File: config.mk
export PLATFORM = sky130hd
export DESIGN_NAME = dlr_ram
export DESIGN_NICKNAME = d
export VERILOG_FILES = /design/src/rtl/dlr_ram.sv
export SDC_FILE = /design/constraint.sdc
export NUM_CORES = 1
export LEC_CHECK = 0
export ABC_AREA = 1
export BUFFER_PORTS_ARGS = -buffer_cell sky130_fd_sc_hd__buf_4
export CAP_MARGIN = 10
export CORE_AREA = 2 2 436 222
export DETAILED_ROUTE_END_ITERATION = 6
export DIE_AREA = 0 0 438 224
export SLEW_MARGIN = 20
export SYNTH_ARGS = -nofsm -noshare
export SYNTH_HDL_FRONTEND = slang
export SYNTH_SLANG_ARGS = --single-unit
File: constraint.sdc
create_clock -name aclk -period 5.6 [get_ports aclk]
set_clock_uncertainty 0.2 [all_clocks]
set_input_delay 0.84 -clock aclk [delete_from_list [all_inputs] [get_ports aclk]]
set_output_delay 0.84 -clock aclk [all_outputs]
set_load 0.05 [all_outputs]
File: src/rtl/dlr_ram.sv
`timescale 1ns / 1ps

module dlr_ram #(
    parameter int WIDTH = 16,
    parameter int DEPTH = 64,
    parameter int AW    = (DEPTH > 1) ? $clog2(DEPTH) : 1
) (
    input  logic             aclk,
    input  logic             we,
    input  logic [AW-1:0]    waddr,
    input  logic [WIDTH-1:0] wdata,
    input  logic [AW-1:0]    raddr,
    output logic [WIDTH-1:0] rdata
);

    logic [WIDTH-1:0] mem [DEPTH];
    logic [WIDTH-1:0] rdata_reg;

    always_ff @(posedge aclk) begin
        if (we) begin
            mem[waddr] <= wdata;
        end
        rdata_reg <= mem[raddr];
    end

    assign rdata = rdata_reg;

endmodule

==> summary.md <==
The clock passes through at most 3 buffers. In this run the cell area of the synthesized design comes to 42100 um2. TritonCTS built the clock tree.

The share of synthesized registers carrying an async set or reset was 0. The area share of the largest cell type after synthesis is 0.730. The number of enable-type register cells in the synthesized netlist is 1024, and the clock latency at the later pin of the worst-skew pair is 690 ps. For the gate count of the mapped netlist, the log shows 3517. The kind of path behind the tightest hold check was in -> reg. The logs give 0.139 for the normalized max-slew margin and 268 for the pin count of the biggest net entering global routing. The initial standard-cell utilization of the core was 0.446; the largest voltage drop on the vdd net was 0.226 mV. On the critical path the largest part of the delay comes from buffers and inverters. Routability-driven placement finished with a final weighted congestion of 0.806. The placed instances occupy a cell area of 43400 um2. For this run the aggregate overflow at the end of global routing stands at 0. Power comes to 0.0158 W.

The run gives 172000 um as the wire length of the first global-routing pass. The achievable clock frequency came out at 0.284 GHz. The biggest area consumer among synthesized cells was sky130_fd_sc_hd__edfxtp_1.

The tools report the total setup violations reported at the end of the flow as 0. Counting the buffers created by CTS gives 86. Number of antenna violations at the first check in global routing: 2. In this run the most used layer during global routing was met1. For the number of core rows, the log shows 80. For this design the static power due to leakage is 16.4 nW.

Along the worst path, the maximum fanout reaches 267. Yosys printed 0 warnings. The count of endpoints failing hold in the final timing report came out at 0. In this run the clock root is driven by a sky130_fd_sc_hd__clkbuf_16. Adding up every negative setup slack in the final design gives 0 ps.

The area of the die was 98100 um2; the mean cell area of the mapped netlist was 12.0 um2. Synthesis inferred 1040 register bits. After detailed routing, the total wire length is 117000 um. In the synthesized netlist the dominant register cell turns out to be sky130_fd_sc_hd__edfxtp_1. Die boundary width: 438 um.

Together, buffers and inverters on the worst path number 3. The run gives 16 as the count of unique library cells instantiated by Yosys. The global routing usage on met1 came out at 0.391. Dividing the detail-routed wire length by the instance count gives 24.1 um.

The share of layout cells above drive strength 1 works out to 0.0753. The slowest stage of the critical path is the sky130_fd_sc_hd__inv_16 cell. STA classifies the critical path endpoint as a register. Summing over every cut layer, the via total after detailed routing is 27000. For the global-route usage over all layers, the log shows 0.237. The flow ran to the end, and the final reports show no timing, DRC or antenna violations. In this run the power density over the cells is 342 nW/um2. For the fraction of the yosys area taken by sequential cells, the log shows 0.738. The number of flip-flops under the largest register name is 1024. The core region is 94300 um2. The number of buffers added for setup after CTS is 0, and the shortest clock period the worst path allows after layout is 3520 ps. The finished cells cover 46200 um2. The final cycle utilization of the critical path was 0.628; the net count of the mapped netlist was 3547. The most frequently used cell type in the post-synthesis netlist was sky130_fd_sc_hd__nand2_1. In this run the remaining antenna-violating nets after routing total 0. By count the netlist is led by sky130_fd_sc_hd__nand2_1 (1296), sky130_fd_sc_hd__edfxtp_1 (1024), sky130_fd_sc_hd__nand3_1 (871). The required time of the critical path is 6010 ps, and the delay contributed by the slowest stage of the critical path is 710 ps. At the pin with the least slew margin, the transition time is 1290 ps.

The clock tree synthesis step divided the H-tree into 3 levels. The clock transition at the registers of the reported paths is 70 ps, and the number of fill cells is 8386. The number of gates resized after CTS was 0.

The tools report the total iterations of the first detailed-routing run as 6. For the max-slew violation total from the final report, the log shows 0. By startpoint and endpoint, the worst setup path is classified as in -> reg. The met3 layer usage reported by global route was 0.0532; the number of I/O port buffers was 45. The net count of the finished layout is 3546. Data arrives at the worst endpoint at 3930 ps.

The detailed router's first-iteration violation count was 3922; the quantity of hold-fixing buffers added after cts was 0. The number of violations of the max-capacitance limit is 0, and the detail-routed via count per cell is 5.56. The clock drives 1040 sinks. During I/O placement, the number of pins put on the boundary was 46.

By area the synthesized netlist is led by sky130_fd_sc_hd__edfxtp_1 (73%), sky130_fd_sc_hd__nand2_1 (12%), sky130_fd_sc_hd__nand3_1 (10%). The utilization of the core after routing is 0.490, and the growth of design area from synthesis to finish is 9.70%. In the routed design, unresolved DRC markers number 0.

The signal on the critical path passes through buf_8, inv_16, buf_4, nand2_1, nand3_1, nand3_1, nand2_1, nand2_1, nand3_1, nand3_1, nand2_1. The via count of the first global-routing pass is 24700. Setup repair after global routing left no endpoint under its margin. The met2 routing resource usage after global routing came out at 0.314. The worst setup path is launched from a primary input. The half-perimeter wire length after detailed placement is 63300 um. The die span in y works out to 224 um.
cell type report:
| type | instances | area (um2) | share of cell area |
|---|---|---|---|
| antenna | 1 | 2.50 | 0.0000542 |
| clock buffer | 123 | 2430 | 0.0525 |
| clock inverter | 33 | 310 | 0.00672 |
| inverter | 12 | 72.6 | 0.00157 |
| multi-input combinational | 2240 | 9600 | 0.208 |
| sequential | 1040 | 31100 | 0.673 |
| tap | 1271 | 1590 | 0.0344 |
| timing repair buffer | 136 | 1110 | 0.0241 |
stage by stage:
step | hold WS (ps) | setup slack, ps | cells
global route | 391 | 1930 | 4855
global placement | 610 | 1400 | 4699
finish | 406 | 2080 | 4856
floorplan | 522 | 2010 | 3517
CTS | 358 | 2150 | 4855
detailed placement | 618 | 1430 | 4699
report_power, final:
part | total (W) | switching [W] | internal, W
clock network | 0.00607 | 0.00281 | 0.00326
registers | 0.00864 | 0.0000286 | 0.00861
logic | 0.00108 | 0.000841 | 0.000242
total | 0.0158 | 0.00368 | 0.0121
tightest hold or removal path, cell delays in order:
cell and delay [ps]:
sky130_fd_sc_hd__buf_4 220, sky130_fd_sc_hd__nand3_1 130, sky130_fd_sc_hd__nand2_1 50
routing by layer:
layer	vias up	part of all wire
li1	12400	-
met1	13300	0.48
met2	1269	0.40
met3	121	0.10
met4	0	0.015
met5	-	0
path summary, 6_finish.rpt:
check | startpoint | end | slack [ps] | cells after the start
worst max-delay path | raddr[0] | rdata[5]$_DFF_P_ | 2080 | 11
worst max register to register | mem[51][5]$_DFFE_PP_ | rdata[5]$_DFF_P_ | 3510 | 8
worst min register to register | mem[6][2]$_DFFE_PP_ | rdata[2]$_DFF_P_ | 630 | 8
worst min-delay path | raddr[5] | rdata[10]$_DFF_P_ | 410 | 3
cells by family after synthesis:
kind of cell           count (synthesis)  share of synthesized area
buffers and inverters                237                     0.0354
DFF                                 1040                      0.738
and+or+nand+nor                     2240                      0.227
cell usage in the layout, fill, tap and decap left out, drive strengths merged:
cell type	instances
clkinvlp	5
nor4	8
dfxtp	16
diode	1
nand4	9
nand3	871
bufinv	5
nand2	1296
buf	136
nor2	56
clkinv	22
inv	13
clkbuf	123
edfxtp	1024
Note: power is estimated with default switching activity, not from simulation.
