===== src/rtl/dlr_pkg.sv =====
`timescale 1ns / 1ps

package dlr_pkg;

    localparam int OP_W        = 2;
    localparam int INDEX_W     = 11;
    localparam int VALUE_W     = 16;
    localparam int NEURON_W    = 5;
    localparam int ACT_OUT_W   = 15;
    localparam int FRAC_W      = 8;
    localparam int PROD_W      = 2 * VALUE_W;
    localparam int S_DATA_W    = 32;
    localparam int M_DATA_W    = 24;

    localparam int CFG_INDEX_W = 1;
    localparam int CFG_DATA_W  = 7;
    localparam int IN_CFG_W    = 7;
    localparam int OUT_CFG_W   = 6;

    localparam logic [IN_CFG_W-1:0]  INPUTS_RESET  = 7'd64;
    localparam logic [OUT_CFG_W-1:0] OUTPUTS_RESET = 6'd32;
    localparam logic [ACT_OUT_W-1:0] SAT_MAX       = 15'h7FFF;

    localparam logic [OP_W-1:0] OP_WEIGHT = 2'd0;
    localparam logic [OP_W-1:0] OP_BIAS   = 2'd1;
    localparam logic [OP_W-1:0] OP_ACT    = 2'd2;

    localparam logic [CFG_INDEX_W-1:0] REG_INPUTS  = 1'b0;
    localparam logic [CFG_INDEX_W-1:0] REG_OUTPUTS = 1'b1;

    // control that travels with one multiply-accumulate beat
    typedef struct packed {
        logic valid;
        logic first;
        logic last;
        logic zero;
    } mac_ctl_t;

    typedef struct packed {
        logic busy;
        logic done;
    } mac_stat_t;

endpackage


===== src/rtl/dlr_mac.sv =====
`timescale 1ns / 1ps

module dlr_mac #(
    parameter int ACC_W = 40
) (
    input  logic                                 aclk,
    input  logic                                 aresetn,
    input  dlr_pkg::mac_ctl_t                    ctl_in,
    input  logic signed [dlr_pkg::VALUE_W-1:0]   act_in,
    input  logic signed [dlr_pkg::VALUE_W-1:0]   weight_in,
    input  logic signed [dlr_pkg::VALUE_W-1:0]   bias_in,
    input  logic                                 take,
    output dlr_pkg::mac_stat_t                   stat,
    output logic [dlr_pkg::ACT_OUT_W-1:0]        result
);

    import dlr_pkg::*;

    mac_ctl_t                   ctl_reg, ctl_next;
    logic signed [PROD_W-1:0]   prod_reg, prod_next;
    logic signed [VALUE_W-1:0]  bias_reg, bias_next;
    logic signed [ACC_W-1:0]    acc_reg, acc_next;
    logic                       done_reg, done_next;

    logic signed [ACC_W-1:0]    bias_ext;
    logic signed [ACC_W-1:0]    prod_ext;

    always_comb begin
        ctl_next  = ctl_in;
        prod_next = act_in * weight_in;
        if (ctl_in.zero) begin
            prod_next = '0;
        end
        bias_next = ctl_in.first ? bias_in : bias_reg;

        // bias is Q8.8, products are Q16.16
        bias_ext = {{(ACC_W-VALUE_W-FRAC_W){bias_reg[VALUE_W-1]}}, bias_reg, {FRAC_W{1'b0}}};
        prod_ext = ACC_W'(prod_reg);

        acc_next = acc_reg;
        if (ctl_reg.valid) begin
            acc_next = ctl_reg.first ? bias_ext + prod_ext : acc_reg + prod_ext;
        end

        done_next = done_reg;
        if (take) begin
            done_next = 1'b0;
        end else if (ctl_reg.valid && ctl_reg.last) begin
            done_next = 1'b1;
        end
    end

    always_ff @(posedge aclk) begin
        if (!aresetn) begin
            ctl_reg  <= '0;
            done_reg <= 1'b0;
        end else begin
            ctl_reg  <= ctl_next;
            done_reg <= done_next;
        end
        prod_reg <= prod_next;
        bias_reg <= bias_next;
        acc_reg  <= acc_next;
    end

    // relu, drop fraction bits, saturate
    always_comb begin
        if (acc_reg[ACC_W-1] || acc_reg == '0) begin
            result = '0;
        end else if (|acc_reg[ACC_W-2:FRAC_W+ACT_OUT_W]) begin
            result = SAT_MAX;
        end else begin
            result = acc_reg[FRAC_W+ACT_OUT_W-1:FRAC_W];
        end
    end

    assign stat.busy = ctl_reg.valid;
    assign stat.done = done_reg;

endmodule


===== config.mk =====
export PLATFORM = sky130hd
export DESIGN_NAME = dlr_mac
export DESIGN_NICKNAME = d
export VERILOG_FILES = /design/src/rtl/dlr_pkg.sv /design/src/rtl/dlr_mac.sv
export SDC_FILE = /design/constraint.sdc
export NUM_CORES = 1
export LEC_CHECK = 0
export BUFFER_PORTS_ARGS = -buffer_cell sky130_fd_sc_hd__clkbuf_2
export CAP_MARGIN = 15
export CORE_MARGIN = 3
export CORE_UTILIZATION = 55
export CTS_CLUSTER_SIZE = 16
export DETAILED_ROUTE_END_ITERATION = 7
export GPL_ROUTABILITY_DRIVEN = 0
export HOLD_SLACK_MARGIN = 0.08
export PLACE_DENSITY = 0.82
export SYNTH_ARGS = -nofsm -noshare
export SYNTH_HDL_FRONTEND = slang
export SYNTH_SLANG_ARGS = --single-unit

===== constraint.sdc =====
create_clock -name aclk -period 9.46 [get_ports aclk]
set_input_delay 2.838 -clock aclk [delete_from_list [all_inputs] [get_ports aclk]]
set_output_delay 2.838 -clock aclk [all_outputs]
set_load 0.03 [all_outputs]

==> run_results.csv <==
group,metric,value,unit
final_layout,insertedDiodeCount,0,
synthesis,synth_seq_cells,92,
global_route,grt_use_met1,34.0,%
synthesis,synth_edf_count,56,
placed_design,portBuffers,71,
final_layout,seqCellArea,2400,um^2
floorplan,start_util,56.0,%
critical_path,path_common_cell,"fa_1",
final_layout,n_fill_cell,2394,
route,wl,37300,um
hold_path,min_path_type,"register to register",
critical_path,cp-end-kind,"register",
synthesis,synth_top_area_cell,"fa_1",
global_route,grt_max_degree,58,
sta,final.min_clock_period,8.79,ns
synthesis,synth_area_leaders,"fa_1 33%, ha_1 11%, edfxtp_1 10%",
floorplan,die_x,177,um
synthesis,synth_top_area_share,32.8,%
sta,rsz0062_at_grt,"false",
route,drtIter0Drc,1158,
synthesis,netlist_area,16100,um^2
critical_path,crit_arrival,9.02,ns
critical_path,max_stage_delay,0.76,ns
critical_path,critPathBufInv,2,
floorplan,die_h,177,um
final_layout,multi_input_area,12300,um^2
route,drt-vias-per-instance,5.64,
clock_tree,hold_buffers,0,
final_layout,area_delta_synth_final,5.94,%
global_route,grt_pass1_vias,12700,
sta,hold_violations,0,
final_layout,fin_cells,2184,
clock_tree,insertion_delay,0.36,ns
placed_design,dp_cells,2168,
floorplan,core-area,28800,um^2
final_layout,final_util,59.3,%
critical_path,startpoint_type,"input port",
route,remaining_drc_errors,0,
synthesis,synth_warnings,0,
clock_tree,cts_sinks,92,
floorplan,num_rows,62,
synthesis,syn_nets,2228,
synthesis,synth_seq_area_share,14.9,%
global_route,grt_overflow,0,
sta,tightest_slew,0.635,ns
floorplan,die_area,31400,um^2
route,vias,12300,
clock_tree,cts_tree,"yes",
synthesis,synthArstFlopShare,0,%
sta,setup_ws,0.667,ns
placed_design,preCtsSetupSlack,0.343,ns
clock_tree,path_clk_slew,0.07,ns
global_route,grtUsageTotal,24.4,%
global_route,top_usage_layer,"met2",
critical_path,timing.critical_path.cells,"clkbuf_2 > nand2_1 > inv_1 > fa_1 > fa_1 > fa_1 > fa_1 > fa_1 > fa_1 > ha_1 > a21o_1 > a21o_1 > a221o_1 > a221oi_2 > a2bb2oi_1 > o2111ai_1 > a31oi_1 > xor2_1 > nor2_1",
final_layout,drive_above_1_share,6.39,%
synthesis,synth_area_per_cell,9.14,um^2
critical_path,cp_data_required_time,9.69,ns
synthesis,synth_ff_type,"edfxtp_1",
critical_path,path_max_fanout,16,
clock_tree,htreeDepth,3,
sta,drv_slew,0,
global_route,use_met2,40.4,%
final_layout,largest_register_ffs,40,
final_layout,final_nets,2259,
placed_design,dp_hpwl,30600,um
sta,final.setup.tns,0,ns
clock_tree,clockBufferDepth,2,
floorplan,pin_count,72,
critical_path,critPathTopFamily,"adder cells",
run,drv_cap,0,
sta,fmax,114,MHz
sta,slew_headroom,57.3,%
sta,fin_crit_sh,93.0,%
route,ant_nets,0,
clock_tree,cts_resized,0,
global_route,grt.met3_usage,4.20,%
route,dr.pass1.iters,5,
run_status,outcome,"completed",
route,routedWlPerCell,17.1,um
sta,fin_skew,0.0114,ns
critical_path,crit_type,"input port to register",
synthesis,synth.distinct_cells,70,
synthesis,syn_inst,1764,
clock_tree,cts-root-buf,"clkbuf_16",
clock_tree,post_cts_buffers,0,
sta,setup_viol,0,
critical_path,cp_slowest_cell,"fa_1",
clock_tree,numCtsBuffers,9,
global_route,grt_pass1_wl,62400,um
global_route,grt_antenna_before_repair,0,
-- worst register-to-register path: stages, from the launching register on --
cell	delay, ns
edfxtp_1	0.37
ha_1	0.18
inv_1	0.05
fa_1	0.40
nor2b_1	0.19
o31ai_1	0.16
a211oi_2	0.38
nor2_1	0.17
o311ai_1	0.45
a31oi_1	0.27
o41ai_2	0.41
xnor2_1	0.16
o21ai_1	0.08
-- path summary, 6_finish.rpt --
path / cells past startpoint / startpoint / endpoint / slack, ns
setup / recovery: 19 / act_in[15] / prod_reg[30] / 0.67
hold / removal: 2 / ctl_reg[1] / done_reg / 0.53
setup reg to reg: 12 / acc_reg[0] / acc_reg[38] / 5.91
hold reg to reg: 2 / ctl_reg[1] / done_reg / 0.53
-- area by class of cell --
type                            count  area share (%)
Clock buffer                        9            1.32
Multi-Input combinational cell   1297            72.0
Sequential cell                    92            14.1
Inverter                          320            7.03
Timing Repair Buffer               75            2.26
Clock inverter                      7           0.469
Tap cell                          384            2.81
-- stage by stage --
stage          cell area [um^2]  hold slack [ns]
3_5_place_dp              16800            0.520
4_1_cts                   17100            0.532
2_1_floorplan             16100            0.481
5_1_grt                   17100            0.573
6_report                  17100            0.526
3_3_place_gp              16800            0.496
-- layout by cell type (no fill, tap or decap), drive strengths merged, types with 10 or more instances in the layout --
cell type and count:
a21oi 67, ha 145, xnor2 51, fa 264, o21bai 11, inv 323, a31oi 12, edfxtp 56
xor2 27, o21ai 70, nand2b 18, dfxtp 36, nor4 10, nor2 109, nand2 179, a21o 56
and2 125, nand4 10, a211oi 17, nand3 15, clkbuf 80
-- metal layers --
metal  share of wire, %  up-vias
met3                7.7       66
met5                  0        -
li1                   -     5709
met4                1.9        0
met1                 43     6013
met2                 47      521
-- Yosys cell counts, types with 10 or more instances --
master    count
inv_1       319
fa_1        264
nand2_1     179
ha_1        145
and2_1      125
nor2_1      109
a21oi_1      67
o21ai_0      60
edfxtp_1     56
a21o_1       55
xnor2_1      51
clkbuf_1     49
dfxtp_1      36
xor2_1       27
nand2b_1     18
a211oi_1     16
nand3_1      15
a31oi_1      11
o21bai_1     11
nand4_1      10
nor4_1       10
-- cell families (layout without fill, tap and decap cells) --
family / count (synthesis) / count (layout) / synth area share (%)
AOI/OAI and AO/OA: 287 / 287 / 12.1
xor gates and xnor gates: 78 / 78 / 4.24
adders and majority gates: 409 / 409 / 44.0
muxes: 7 / 7 / 0.450
buffers and inverters: 375 / 411 / 8.79
and+or+nand+nor: 516 / 516 / 15.5
DFF: 92 / 92 / 14.9
Power is not shown: default switching activity piles up to over one toggle a cycle in this logic, so the estimate is an artifact.
